[config.mk]
export PLATFORM = sky130hd
export DESIGN_NAME = gregorian_days_between_dates_core
export DESIGN_NICKNAME = d
export VERILOG_FILES = /design/src/rtl/core/gdbd_pkg.sv /design/src/rtl/core/gdbd_date_front.sv /design/src/rtl/core/gdbd_day_number.sv /design/src/rtl/core/gdbd_count.sv /design/src/rtl/core/gregorian_days_between_dates_core.sv
export SDC_FILE = /design/constraint.sdc
export NUM_CORES = 1
export LEC_CHECK = 0
export ABC_CLOCK_PERIOD_IN_PS = 5300
export BUFFER_PORTS_ARGS = -buffer_cell sky130_fd_sc_hd__clkbuf_2
export CAP_MARGIN = 15
export CORE_ASPECT_RATIO = 0.6
export CORE_MARGIN = 2
export CORE_UTILIZATION = 50
export DETAILED_ROUTE_END_ITERATION = 10
export PLACE_DENSITY = 0.73
export REMOVE_ABC_BUFFERS = 1
export SETUP_SLACK_MARGIN = 0.3
export SYNTH_ARGS = -nofsm -noshare
export SYNTH_HDL_FRONTEND = slang
export SYNTH_SLANG_ARGS = --single-unit
[constraint.sdc]
create_clock -name i_clk -period 5.3 [get_ports i_clk]
set_input_delay 0.53 -clock i_clk [delete_from_list [all_inputs] [get_ports i_clk]]
set_output_delay 0.53 -clock i_clk [all_outputs]
set_load 0.05 [all_outputs]
[src/rtl/core/gdbd_pkg.sv]
// Shared widths, types and calendar tables for the Gregorian day-count core.
`timescale 1ns / 1ps

package gdbd_pkg;

    localparam int YEAR_W  = 14;
    localparam int MONTH_W = 4;
    localparam int DAY_W   = 5;
    localparam int COUNT_W = 22;
    localparam int YY_W    = 15;  // shifted year, up to 16383 + 400
    localparam int Q_W     = 8;   // shifted year divided by 100
    localparam int MTERM_W = 9;   // day offset of a March-based month
    localparam int DPART_W = 10;  // month offset plus day of month
    localparam int DN_W    = 23;  // day number
    localparam int PROD_W  = 27;  // year times the reciprocal of 100

    localparam int IN_DATA_W  = 48;
    localparam int OUT_DATA_W = 24;

    localparam logic [COUNT_W-1:0] DAY_COUNT_MAX = 22'd3652425;

    // floor(y / 100) == (y * 5243) >> 19 for every y below 32768.
    localparam logic [PROD_W-1:0] RECIP_100   = 27'd5243;
    localparam int                RECIP_SHIFT = 19;

    localparam logic [MONTH_W-1:0] MONTH_JAN = 4'd1;
    localparam logic [MONTH_W-1:0] MONTH_FEB = 4'd2;
    localparam logic [MONTH_W-1:0] MONTH_MAR = 4'd3;
    localparam logic [MONTH_W-1:0] MONTH_APR = 4'd4;
    localparam logic [MONTH_W-1:0] MONTH_MAY = 4'd5;
    localparam logic [MONTH_W-1:0] MONTH_JUN = 4'd6;
    localparam logic [MONTH_W-1:0] MONTH_JUL = 4'd7;
    localparam logic [MONTH_W-1:0] MONTH_AUG = 4'd8;
    localparam logic [MONTH_W-1:0] MONTH_SEP = 4'd9;
    localparam logic [MONTH_W-1:0] MONTH_OCT = 4'd10;
    localparam logic [MONTH_W-1:0] MONTH_NOV = 4'd11;
    localparam logic [MONTH_W-1:0] MONTH_DEC = 4'd12;

    typedef struct packed {
        logic [YEAR_W-1:0]  year;
        logic [MONTH_W-1:0] month;
        logic [DAY_W-1:0]   day;
    } t_date;

    typedef struct packed {
        logic [YY_W-1:0]    yy;
        logic [Q_W-1:0]     q100;
        logic [MTERM_W-1:0] mterm;
        logic [DAY_W-1:0]   day;
        logic               ok;
    } t_front;

    // Length of a month; zero marks a month code outside the calendar.
    function automatic logic [DAY_W-1:0] month_len(input logic [MONTH_W-1:0] m,
                                                   input logic leap);
        logic [DAY_W-1:0] len;
        case (m)
            MONTH_JAN: len = 5'd31;
            MONTH_FEB: len = leap ? 5'd29 : 5'd28;
            MONTH_MAR: len = 5'd31;
            MONTH_APR: len = 5'd30;
            MONTH_MAY: len = 5'd31;
            MONTH_JUN: len = 5'd30;
            MONTH_JUL: len = 5'd31;
            MONTH_AUG: len = 5'd31;
            MONTH_SEP: len = 5'd30;
            MONTH_OCT: len = 5'd31;
            MONTH_NOV: len = 5'd30;
            MONTH_DEC: len = 5'd31;
            default:   len = 5'd0;
        endcase
        return len;
    endfunction

    // Days before the first of the month in a year that starts in March,
    // that is (153 * mm + 2) / 5 with mm counted from March.
    function automatic logic [MTERM_W-1:0] month_offset(input logic [MONTH_W-1:0] m);
        logic [MTERM_W-1:0] off;
        case (m)
            MONTH_MAR: off = 9'd0;
            MONTH_APR: off = 9'd31;
            MONTH_MAY: off = 9'd61;
            MONTH_JUN: off = 9'd92;
            MONTH_JUL: off = 9'd122;
            MONTH_AUG: off = 9'd153;
            MONTH_SEP: off = 9'd184;
            MONTH_OCT: off = 9'd214;
            MONTH_NOV: off = 9'd245;
            MONTH_DEC: off = 9'd275;
            MONTH_JAN: off = 9'd306;
            MONTH_FEB: off = 9'd337;
            default:   off = 9'd0;
        endcase
        return off;
    endfunction

endpackage

[src/rtl/core/gdbd_date_front.sv]
// Front stages for one date: century quotient, leap rule and date check.
`timescale 1ns / 1ps

module gdbd_date_front (
    input  logic             i_clk,
    input  logic [1:0]       i_en,
    input  gdbd_pkg::t_date  i_date,
    output gdbd_pkg::t_front o_front
);
    import gdbd_pkg::*;

    t_date          r_date;
    logic [Q_W-1:0] r_q;
    t_front         r_front;

    logic [PROD_W-1:0]  w_prod;
    logic [YEAR_W-1:0]  w_hund;
    logic [YEAR_W-1:0]  w_rem;
    logic               w_cent;
    logic               w_leap;
    logic               w_early;
    logic [DAY_W-1:0]   w_len;
    t_front             n_front;

    // Stage one: divide the year by 100 through a reciprocal multiply.
    assign w_prod = PROD_W'(i_date.year) * RECIP_100;

    always_ff @(posedge i_clk) begin
        if (i_en[0]) begin
            r_date <= i_date;
            r_q    <= w_prod[RECIP_SHIFT +: Q_W];
        end
    end

    // Stage two: remainder, leap year, validity and the shifted year.
    always_comb begin
        w_hund  = YEAR_W'(r_q) * YEAR_W'(100);
        w_rem   = r_date.year - w_hund;
        w_cent  = (w_rem == '0);
        w_leap  = (r_date.year[1:0] == 2'b00) && (!w_cent || r_date.year[3:0] == 4'b0000);
        w_early = (r_date.month <= MONTH_FEB);
        w_len   = month_len(r_date.month, w_leap);

        n_front.yy    = YY_W'(r_date.year) + YY_W'(400) - YY_W'(w_early);
        // (y + 399) / 100 drops by one only when y is a whole century.
        n_front.q100  = r_q + Q_W'(4) - Q_W'(w_early & w_cent);
        n_front.mterm = month_offset(r_date.month);
        n_front.day   = r_date.day;
        n_front.ok    = (w_len != '0) && (r_date.day != '0) && (r_date.day <= w_len);
    end

    always_ff @(posedge i_clk) begin
        if (i_en[1]) begin
            r_front <= n_front;
        end
    end

    assign o_front = r_front;

endmodule

[src/rtl/core/gdbd_day_number.sv]
// Day-number stages: year part and month-day part, then their sum.
`timescale 1ns / 1ps

module gdbd_day_number (
    input  logic                      i_clk,
    input  logic [1:0]                i_en,
    input  gdbd_pkg::t_front          i_front,
    output logic [gdbd_pkg::DN_W-1:0] o_dn,
    output logic                      o_ok
);
    import gdbd_pkg::*;

    logic [DN_W-1:0]    r_year_part;
    logic [DPART_W-1:0] r_day_part;
    logic               r_ok1;
    logic [DN_W-1:0]    r_dn;
    logic               r_ok2;

    logic [DN_W-1:0]    n_year_part;
    logic [DPART_W-1:0] n_day_part;

    // The constant minus one of the day number cancels in the difference
    // and is left out here.
    always_comb begin
        n_year_part = DN_W'(i_front.yy) * DN_W'(365) + DN_W'(i_front.yy >> 2)
                    + DN_W'(i_front.q100 >> 2) - DN_W'(i_front.q100);
        n_day_part  = DPART_W'(i_front.mterm) + DPART_W'(i_front.day);
    end

    always_ff @(posedge i_clk) begin
        if (i_en[0]) begin
            r_year_part <= n_year_part;
            r_day_part  <= n_day_part;
            r_ok1       <= i_front.ok;
        end
    end

    always_ff @(posedge i_clk) begin
        if (i_en[1]) begin
            r_dn  <= r_year_part + DN_W'(r_day_part);
            r_ok2 <= r_ok1;
        end
    end

    assign o_dn = r_dn;
    assign o_ok = r_ok2;

endmodule

[src/rtl/core/gdbd_count.sv]
// Final stage: difference of day numbers, end-day adjustment and saturation.
`timescale 1ns / 1ps

module gdbd_count (
    input  logic                         i_clk,
    input  logic                         i_en,
    input  logic [gdbd_pkg::DN_W-1:0]    i_dn_start,
    input  logic [gdbd_pkg::DN_W-1:0]    i_dn_end,
    input  logic                         i_ok,
    input  logic                         i_include_end,
    output logic [gdbd_pkg::COUNT_W-1:0] o_day_count,
    output logic                         o_invalid_date
);
    import gdbd_pkg::*;

    logic [COUNT_W-1:0] r_day_count;
    logic               r_invalid;

    logic [DN_W-1:0]    w_diff;
    logic [DN_W:0]      w_sum;
    logic [COUNT_W-1:0] n_day_count;

    always_comb begin
        w_diff = (i_dn_start < i_dn_end) ? (i_dn_end - i_dn_start) : '0;
        w_sum  = (DN_W + 1)'(w_diff) + (DN_W + 1)'(i_include_end);
        if (!i_ok) begin
            n_day_count = '0;
        end else if (w_sum > (DN_W + 1)'(DAY_COUNT_MAX)) begin
            n_day_count = DAY_COUNT_MAX;
        end else begin
            n_day_count = w_sum[COUNT_W-1:0];
        end
    end

    always_ff @(posedge i_clk) begin
        if (i_en) begin
            r_day_count <= n_day_count;
            r_invalid   <= !i_ok;
        end
    end

    assign o_day_count    = r_day_count;
    assign o_invalid_date = r_invalid;

endmodule

[src/rtl/core/gregorian_days_between_dates_core.sv]
// Top level of the Gregorian day-count core: stream ports and pipeline control.
`timescale 1ns / 1ps

// Each request carries a start date, an end date and an include-end flag, and
// gives one result: the number of days from start to end (plus one when the
// flag is set), or 0 (1 with the flag) when the start is not before the end.
// Leap years follow the 400/100/4 rule, year 0 included. A month outside
// 1..12 or a day outside its month in either date sets the invalid flag and
// forces the count to 0. Counts above 3652425 saturate there. The core is a
// five-stage pipeline that takes one request per clock when the output is
// not stalled. The stages are the reciprocal multiply for the century
// quotient, the leap rule and date check, the year and month parts of the
// day number, their sum, and the final subtract and saturate. Every stage
// holds its own valid bit, so a stalled output only stops the stages behind
// it once they are full; empty stages keep taking requests.

module gregorian_days_between_dates_core (
    input  logic                              i_clk,
    input  logic                              i_rst_n,
    input  logic                              s_axis_tvalid,
    output logic                              s_axis_tready,
    // From bit 0 up: start_year[13:0], start_month[3:0], start_day[4:0],
    // end_year[13:0], end_month[3:0], end_day[4:0], include_end, one zero bit.
    input  logic [gdbd_pkg::IN_DATA_W-1:0]    s_axis_tdata,
    output logic                              m_axis_tvalid,
    input  logic                              m_axis_tready,
    // From bit 0 up: day_count[21:0], two zero bits.
    output logic [gdbd_pkg::OUT_DATA_W-1:0]   m_axis_tdata,
    // invalid_date.
    output logic                              m_axis_tuser
);
    import gdbd_pkg::*;

    localparam int NSTAGE = 5;

    logic [NSTAGE-1:0] r_valid;
    logic [NSTAGE-1:0] w_en;
    logic [NSTAGE-2:0] r_inc;

    t_date              w_start;
    t_date              w_end;
    t_front             w_front_start;
    t_front             w_front_end;
    logic [DN_W-1:0]    w_dn_start;
    logic [DN_W-1:0]    w_dn_end;
    logic               w_ok_start;
    logic               w_ok_end;
    logic [COUNT_W-1:0] w_day_count;
    logic               w_invalid;

    // Unpack the request.
    assign w_start.year  = s_axis_tdata[13:0];
    assign w_start.month = s_axis_tdata[17:14];
    assign w_start.day   = s_axis_tdata[22:18];
    assign w_end.year    = s_axis_tdata[36:23];
    assign w_end.month   = s_axis_tdata[40:37];
    assign w_end.day     = s_axis_tdata[45:41];

    // A stage loads when it is empty or when the stage after it moves on.
    always_comb begin
        w_en[NSTAGE-1] = !r_valid[NSTAGE-1] || m_axis_tready;
        for (int k = NSTAGE - 2; k >= 0; k--) begin
            w_en[k] = !r_valid[k] || w_en[k+1];
        end
    end

    assign s_axis_tready = w_en[0];

    always_ff @(posedge i_clk) begin
        if (!i_rst_n) begin
            r_valid <= '0;
        end else begin
            if (w_en[0]) begin
                r_valid[0] <= s_axis_tvalid;
            end
            for (int k = 1; k < NSTAGE; k++) begin
                if (w_en[k]) begin
                    r_valid[k] <= r_valid[k-1];
                end
            end
        end
    end

    // The include-end flag rides alongside the first four stages.
    always_ff @(posedge i_clk) begin
        if (w_en[0]) begin
            r_inc[0] <= s_axis_tdata[46];
        end
        for (int k = 1; k < NSTAGE - 1; k++) begin
            if (w_en[k]) begin
                r_inc[k] <= r_inc[k-1];
            end
        end
    end

    gdbd_date_front u_front_start (
        .i_clk   (i_clk),
        .i_en    (w_en[1:0]),
        .i_date  (w_start),
        .o_front (w_front_start)
    );

    gdbd_date_front u_front_end (
        .i_clk   (i_clk),
        .i_en    (w_en[1:0]),
        .i_date  (w_end),
        .o_front (w_front_end)
    );

    gdbd_day_number u_dn_start (
        .i_clk   (i_clk),
        .i_en    (w_en[3:2]),
        .i_front (w_front_start),
        .o_dn    (w_dn_start),
        .o_ok    (w_ok_start)
    );

    gdbd_day_number u_dn_end (
        .i_clk   (i_clk),
        .i_en    (w_en[3:2]),
        .i_front (w_front_end),
        .o_dn    (w_dn_end),
        .o_ok    (w_ok_end)
    );

    gdbd_count u_count (
        .i_clk          (i_clk),
        .i_en           (w_en[4]),
        .i_dn_start     (w_dn_start),
        .i_dn_end       (w_dn_end),
        .i_ok           (w_ok_start && w_ok_end),
        .i_include_end  (r_inc[NSTAGE-2]),
        .o_day_count    (w_day_count),
        .o_invalid_date (w_invalid)
    );

    assign m_axis_tvalid = r_valid[NSTAGE-1];
    assign m_axis_tdata  = OUT_DATA_W'(w_day_count);
    assign m_axis_tuser  = w_invalid;

endmodule

==> results of run 1 <==
==> worst reg2reg max path: cells and delay by family (launching register included) <==
kind / cells / cell delay [ns]
flops: 1 / 0.43
simple gates: 3 / 1.04
compound gates: 5 / 0.94
fa+ha+maj: 7 / 1.92
buf+inv: 4 / 0.46
xor+xnor: 3 / 0.42
==> metal layers <==
metal  vias to the layer above  routed length (um)  GRT usage
li1                      10400                   -          -
met1                     10900               36600      0.351
met2                       626               33300      0.357
met5                         -                   0          0
met4                         0                1370     0.0434
met3                        91                5230     0.0477
==> area by class of cell <==
| type | instances | area [um^2] | area share |
|---|---|---|---|
| Tap cell | 828 | 1040 | 0.0270 |
| Multi-Input combinational cell | 1889 | 21800 | 0.568 |
| Clock inverter | 22 | 264 | 0.00689 |
| Sequential cell | 286 | 8540 | 0.223 |
| Antenna cell | 1 | 2.50 | 0.0000653 |
| Inverter | 657 | 2470 | 0.0643 |
| Clock buffer | 32 | 737 | 0.0192 |
| Timing Repair Buffer | 459 | 3510 | 0.0915 |
==> sequential cells by signal, summed over array words and instances (netlist names), 10 cells and up <==
register and cells:
u_dn_end.r_day_part 10, u_dn_end.o_dn 23, u_dn_start.r_day_part 10, u_dn_start.r_year_part 23, u_front_end.o_front 38, u_front_start.r_date 18
u_front_end.r_date 18, u_dn_end.r_year_part 23, u_dn_start.o_dn 23, u_count.o_day_count 22, u_front_start.o_front 38
==> final timing paths <==
| kind | from | endpoint | depth (start not counted) | slack [ns] |
|---|---|---|---|---|
| hold / removal | s_axis_tdata[15] | u_front_start.r_date[6] | 1 | 0.12 |
| hold reg to reg | r_inc[0] | r_inc[1] | 0 | 0.42 |
| setup / recovery | u_front_start.r_q[2] | u_front_start.o_front[22] | 22 | -0.18 |
| setup reg to reg | u_front_start.r_q[2] | u_front_start.o_front[22] | 22 | -0.18 |
==> cells by family after synthesis <==
kind of cell               count (synthesis)
other                                      1
DFF                                      286
AOI/OAI and AO/OA                        399
and+or+nand+nor                          412
muxes                                     12
buffers and inverters                    674
xor gates and xnor gates                 201
adders and majority gates                863
==> synth_stat cells (all sizes together) (5+ instances only) <==
cell	count	share of area
a21boi	18	0.0045
o31ai	9	0.0023
nor4	6	0.0012
o2111ai	5	0.0014
a22oi	5	0.0012
nand2	88	0.011
and3b	5	0.0014
and2	6	0.0012
xor2	66	0.019
or4	7	0.0017
o22ai	9	0.0018
xnor2	135	0.039
dfxtp	5	0.0032
nand3	35	0.0061
buf	10	0.0020
nand2b	17	0.0037
ha	552	0.22
mux2i	5	0.0016
or3	10	0.0020
and4	5	0.0015
o41ai	6	0.0019
edfxtp	281	0.27
a211oi	20	0.0048
a21oi	107	0.018
fa	311	0.20
nand4	11	0.0027
o21a	25	0.0060
o21ai	75	0.012
a21o	36	0.0089
clkbuf	7	0.00089
inv	657	0.079
nor3b	5	0.0012
a31oi	18	0.0040
a211o	6	0.0020
nor2b	32	0.0065
o21bai	28	0.0068
nor2	108	0.013
nor3	43	0.0080
and3	23	0.0048
==> per-stage QoR <==
| stage | utilization | std cells | setup WS (ns) |
|---|---|---|---|
| after CTS | 0.611 | 4135 | -0.0632 |
| after global routing | 0.627 | 4173 | -0.320 |
| after global placement | 0.563 | 4004 | -0.353 |
| final | 0.627 | 4174 | -0.185 |
| after detailed placement | 0.563 | 4004 | -0.573 |
| after floorplan | - | 2832 | -0.112 |
==> timing repair <==
item / in CTS / in global routing
buffers inserted: 77 / 37
gates resized for setup: 272 / 124
endpoints found under the hold margin: 0 / 0
endpoints found under the setup margin: 54 / 56
pin swaps: 137 / 103
==> results.toml, run 1 <==
[clocking]
clock-root-buffer = "clkbuf_16"
cts_buffer_depth = 3
cts_tree = "yes"
cts_made_buffers = 29
clock_latency_ns = 0.59
cts_hold_buf = 0
cts.sinks = 286
htreeDepth = 1
path_clk_slew_ns = 0.07

[synthesis]
yosys.area_share.simple = 0.0687
synth_top_family_by_area = "adder cells"
synth_cells = 2848
netlist_area_mm2 = 0.0310
synth_ff_type = "edfxtp_1"
syn_avg_cell_area_um2 = 10.9
ys_ff_latch = 286
synth_compound_area_frac = 0.0867
synth_warnings = 0
synth_cell_types = 92
yosysSeqAreaShare = 0.275
synth-xor-area-share = 0.0583
synthMuxAreaShare = 0.00560
synth_edf_count = 281
synthArstFlopShare = 0
synth_adder_area_share = 0.423

[floorplan]
dieArea_mm2 = 0.0641
die-width_um = 326
num_rows = 70
io_pins = 79
start_util = 0.508
die-height_um = 197
core_mm2 = 0.0611

[sta]
fin_worst_skew_ns = 0.0184
drv_slew = 0
fin_crit_sh = 1.03
postLayoutSetupSlackWorst_ns = -0.185
tns_ns = -1.82
period_minus_slack_ns = 5.48
hold_ws_ns = 0.116
rsz0062_at_grt = "true"
setup_viol = 21
max_freq_mhz = 182
hold_violations = 0
max-slew-margin-rel = 0.296
tightest_slew_ns = 1.05

[global_routing]
overflow = 0
antenna_found_initial = 2
grt_max_degree = 78
grt_usage = 0.235
grt_pass1_vias = 23300
grt_first_pass_wirelength_um = 121000

[detailed_routing]
vias = 22000
dr.pass1.iters = 5
routedWlPerCell_um = 18.3
via_per_inst = 5.28
ant_nets = 0
finalWirelength_um = 76500
drc_errors = 0
drt-initial-drc-count = 1596

[critical_path]
path_buf_inv = 4
cpMostUsedCell = "ha_4"
crit_type = "reg2reg"
critPathRequiredTime_ns = 5.63
cp_max_fo = 3
slowest_stage = "fa_1"
cp_top_family = "adder cells"
crit_chain = "buf_6, buf_6, ha_4, xor2_2, fa_1, ha_4, buf_6, a21oi_4, xnor2_4, ha_4, or4_4, or3_4, a21oi_2, and3b_1, ha_2, inv_2, ha_4, fa_2, a211oi_2, o21bai_1, a21oi_2, xnor2_2"
critical_path.endpoint_type = "register"
startpoint_type = "register"
worstPathArrival_ns = 5.82
critical_path.max_stage_delay_ns = 0.57

[run_status]
outcome = "complete, but fails checks"
violations = "negative setup slack"

[finish]
layout_commonest_cell = "inv_1"
fillers = 4655
area_growth_pct = 23.5
final_cell_mix = "619 x inv_1, 486 x ha_1, 330 x buf_4, 303 x fa_1, 281 x edfxtp_1"
final_cell_area_mm2 = 0.0383
final_nets = 4237
drive_gt1_frac = 0.239

[flow_run]
cap_violations = 0

[placed_design]
gp_congestion = 0.938
port_buffers = 75
dp_hpwl_um = 59200
placed_cell_area_mm2 = 0.0344

[worst_hold_path]
hold_class = "in2reg"
Power of run 1 is not shown: default switching activity piles up to over one toggle a cycle in this logic, so the estimate is an artifact.
==> run 2: changes to the inputs <==
--- a/config.mk
+++ b/config.mk
@@ -5,6 +5,7 @@
 export SDC_FILE = /design/constraint.sdc
 export NUM_CORES = 1
 export LEC_CHECK = 0
+export ABC_AREA = 1
 export ABC_CLOCK_PERIOD_IN_PS = 5300
 export BUFFER_PORTS_ARGS = -buffer_cell sky130_fd_sc_hd__clkbuf_2
 export CAP_MARGIN = 15
==> run 2 against run 1 <==
Compared with the run above: the run still ends with negative setup slack left; register-to-register slack about the same; maximum frequency grew 0.18%; final area down 5.1%; setup slack better by 0.0099 ns; core utilization decreased by 4.4 points; first-iteration DRC count shrank 9.5%; final cell count increased by 4.8%; global-route usage fell by 1.7 points; synthesized cell count grew 13%; count of clock-buffer cells in the layout grew 8; non-clock buffer count fell by 186.
==> results.toml, run 2 <==
[run_status]
outcome = "complete, but fails checks"
violations = "negative setup slack"

[finish]
drive_gt1_frac = 0.148
n_antenna_cell = 0
area_growth_pct = 16.0
layout_commonest_cell = "inv_1"
fillers = 5210
final_nets = 4427
final_cell_mix = "787 x inv_1, 498 x ha_1, 361 x nand2_1, 303 x fa_1, 281 x edfxtp_1"

[detailed_routing]
vias = 22100
dr.pass1.iters = 6
drc_errors = 0
ant_nets = 0
finalWirelength_um = 71000
via_per_inst = 5.04
drt-initial-drc-count = 1444
routedWlPerCell_um = 16.2

[sta]
tightest_slew_ns = 0.923
rsz0062_at_grt = "true"
tns_ns = -0.489
hold_violations = 0
fin_crit_sh = 1.03
fin_worst_skew_ns = 0.0275
setup_viol = 4
max_freq_mhz = 183
max-slew-margin-rel = 0.385
postLayoutSetupSlackWorst_ns = -0.175
period_minus_slack_ns = 5.47
drv_slew = 0

[synthesis]
yosys.area.top_type = "edfxtp_1"
synth_ff_type = "edfxtp_1"
yosys.area_share.simple = 0.0997
synth_edf_count = 281
syn_avg_cell_area_um2 = 9.77
synth_adder_area_share = 0.419
synth_top_cell_area_share = 0.269
synth_compound_area_frac = 0.0545
ys_ff_latch = 286
synthTopCellsByArea = "edfxtp_1 27%, ha_1 22%, fa_1 20%"
synth_commonest_cells = "818 x inv_1, 552 x ha_1, 375 x nand2_1"
synth_cell_types = 47
netlist_area_mm2 = 0.0314
yosysMostFrequentCell = "inv_1"
synth_warnings = 0
synth_cells = 3209
synthMuxAreaShare = 0
synth_top_family_by_area = "adder cells"
synth-xor-area-share = 0.0547
synthArstFlopShare = 0
yosysSeqAreaShare = 0.272

[critical_path]
worstPathArrival_ns = 5.78
critical_path.endpoint_type = "register"
crit_type = "reg2reg"
critPathRequiredTime_ns = 5.61
slowest_stage = "fa_2"
startpoint_type = "register"
cpMostUsedCell = "ha_4"
cp_max_fo = 3
critical_path.max_stage_delay_ns = 0.59

[clocking]
clock_latency_ns = 0.57
cts_buffer_depth = 3
cts.sinks = 286
path_clk_slew_ns = 0.06
cts_made_buffers = 34
cts_tree = "yes"
clock-root-buffer = "clkbuf_16"
htreeDepth = 2
cts_hold_buf = 0

[floorplan]
io_pins = 79
die-height_um = 198
start_util = 0.503
die-width_um = 327
dieArea_mm2 = 0.0648
core_mm2 = 0.0624
num_rows = 71

[global_routing]
use_met2 = 0.301
grt-busiest-layer = "met1"
grtUsageMet1 = 0.356
grtUsageMet3 = 0.0376
grt_usage = 0.218
antenna_found_initial = 0
grt_max_degree = 71
grt_first_pass_wirelength_um = 112000
grt_pass1_vias = 21400
overflow = 0

[placed_design]
gp_congestion = 0.956
port_buffers = 75
dp_hpwl_um = 56700

[flow_run]
cap_violations = 0

[worst_hold_path]
hold_class = "in2reg"
==> run 2: cell types whose count changed after synthesis, moves of 21 or more <==
cell / delta
nor2_1: +59
o21a_1: -23
nand4_1: +25
xnor2_1: -70
inv_1: +161
nand2_1: +288
xor2_1: +70
a21oi_1: +50
a21o_1: -23
nand3_1: +59
nor2b_1: -32
nor3_1: -21
==> run 2: layout make-up <==
cell class	instances	area, um^2	area share
sequential	286	8540	0.235
tap	839	1050	0.0289
multi-input combinational	2095	20700	0.568
clock inverter	21	185	0.00509
clock buffer	40	895	0.0246
inverter	822	3090	0.0849
timing repair buffer	273	1940	0.0534
==> run 2: cell families (layout without fill, tap and decap cells) <==
group | after synthesis | count (layout)
DFF | 286 | 286
xor gates and xnor gates | 196 | 196
buffers and inverters | 829 | 1156
AOI/OAI and AO/OA | 302 | 302
other | 1 | 2
adders and majority gates | 863 | 863
and+or+nand+nor | 732 | 732
==> run 2: metal layers <==
layer	vias to the layer above	part of all wire
li1	10800	-
met1	10600	0.52
met2	590	0.40
met3	46	0.070
met4	0	0.011
met5	-	0
==> run 2: worst max-delay path: cells and delay by family (launching register included) <==
| kind | cells | cell delay, ns |
|---|---|---|
| XOR/XNOR | 1 | 0.09 |
| flip-flops | 1 | 0.42 |
| adder cells (fa/ha/maj) | 8 | 2.24 |
| buffers and inverters | 4 | 0.28 |
| AO/OA/AOI/OAI | 8 | 1.31 |
| AND/OR/NAND/NOR | 9 | 0.90 |
==> run 2: worst paths after layout <==
path / startpoint / to / slack [ns] / depth (start not counted)
max: u_front_start.r_q[1] / u_front_start.o_front[22] / -0.17 / 30
min: s_axis_tdata[43] / u_front_end.n_front[3] / 0.14 / 1
max reg2reg: u_front_start.r_q[1] / u_front_start.o_front[22] / -0.17 / 30
min reg2reg: u_dn_end.r_ok1 / u_dn_end.o_ok / 0.42 / 0
==> run 2: timing repair <==
| item | 4_1_cts | 5_1_grt |
|---|---|---|
| gates resized for setup | 80 | 148 |
| buffers inserted | 28 | 42 |
| gates cloned | 0 | 0 |
| endpoints found under the setup margin | 24 | 52 |
| pin swaps | 64 | 121 |
==> run 2: through the flow <==
stage                     instance area (um^2)  utilization  hold slack [ns]  cells  worst slack [ns]
after detailed placement                 33700        0.541            0.405   4245            -0.285
after global placement                   33700        0.541            0.404   4245            -0.133
after CTS                                35400        0.568            0.108   4334           -0.0808
final                                    36400        0.583            0.137   4376            -0.175
after global routing                     36400        0.583            0.117   4376            -0.391
after floorplan                          31300            -            0.400   3203            -0.865
Power of run 2 is left out for the same reason.
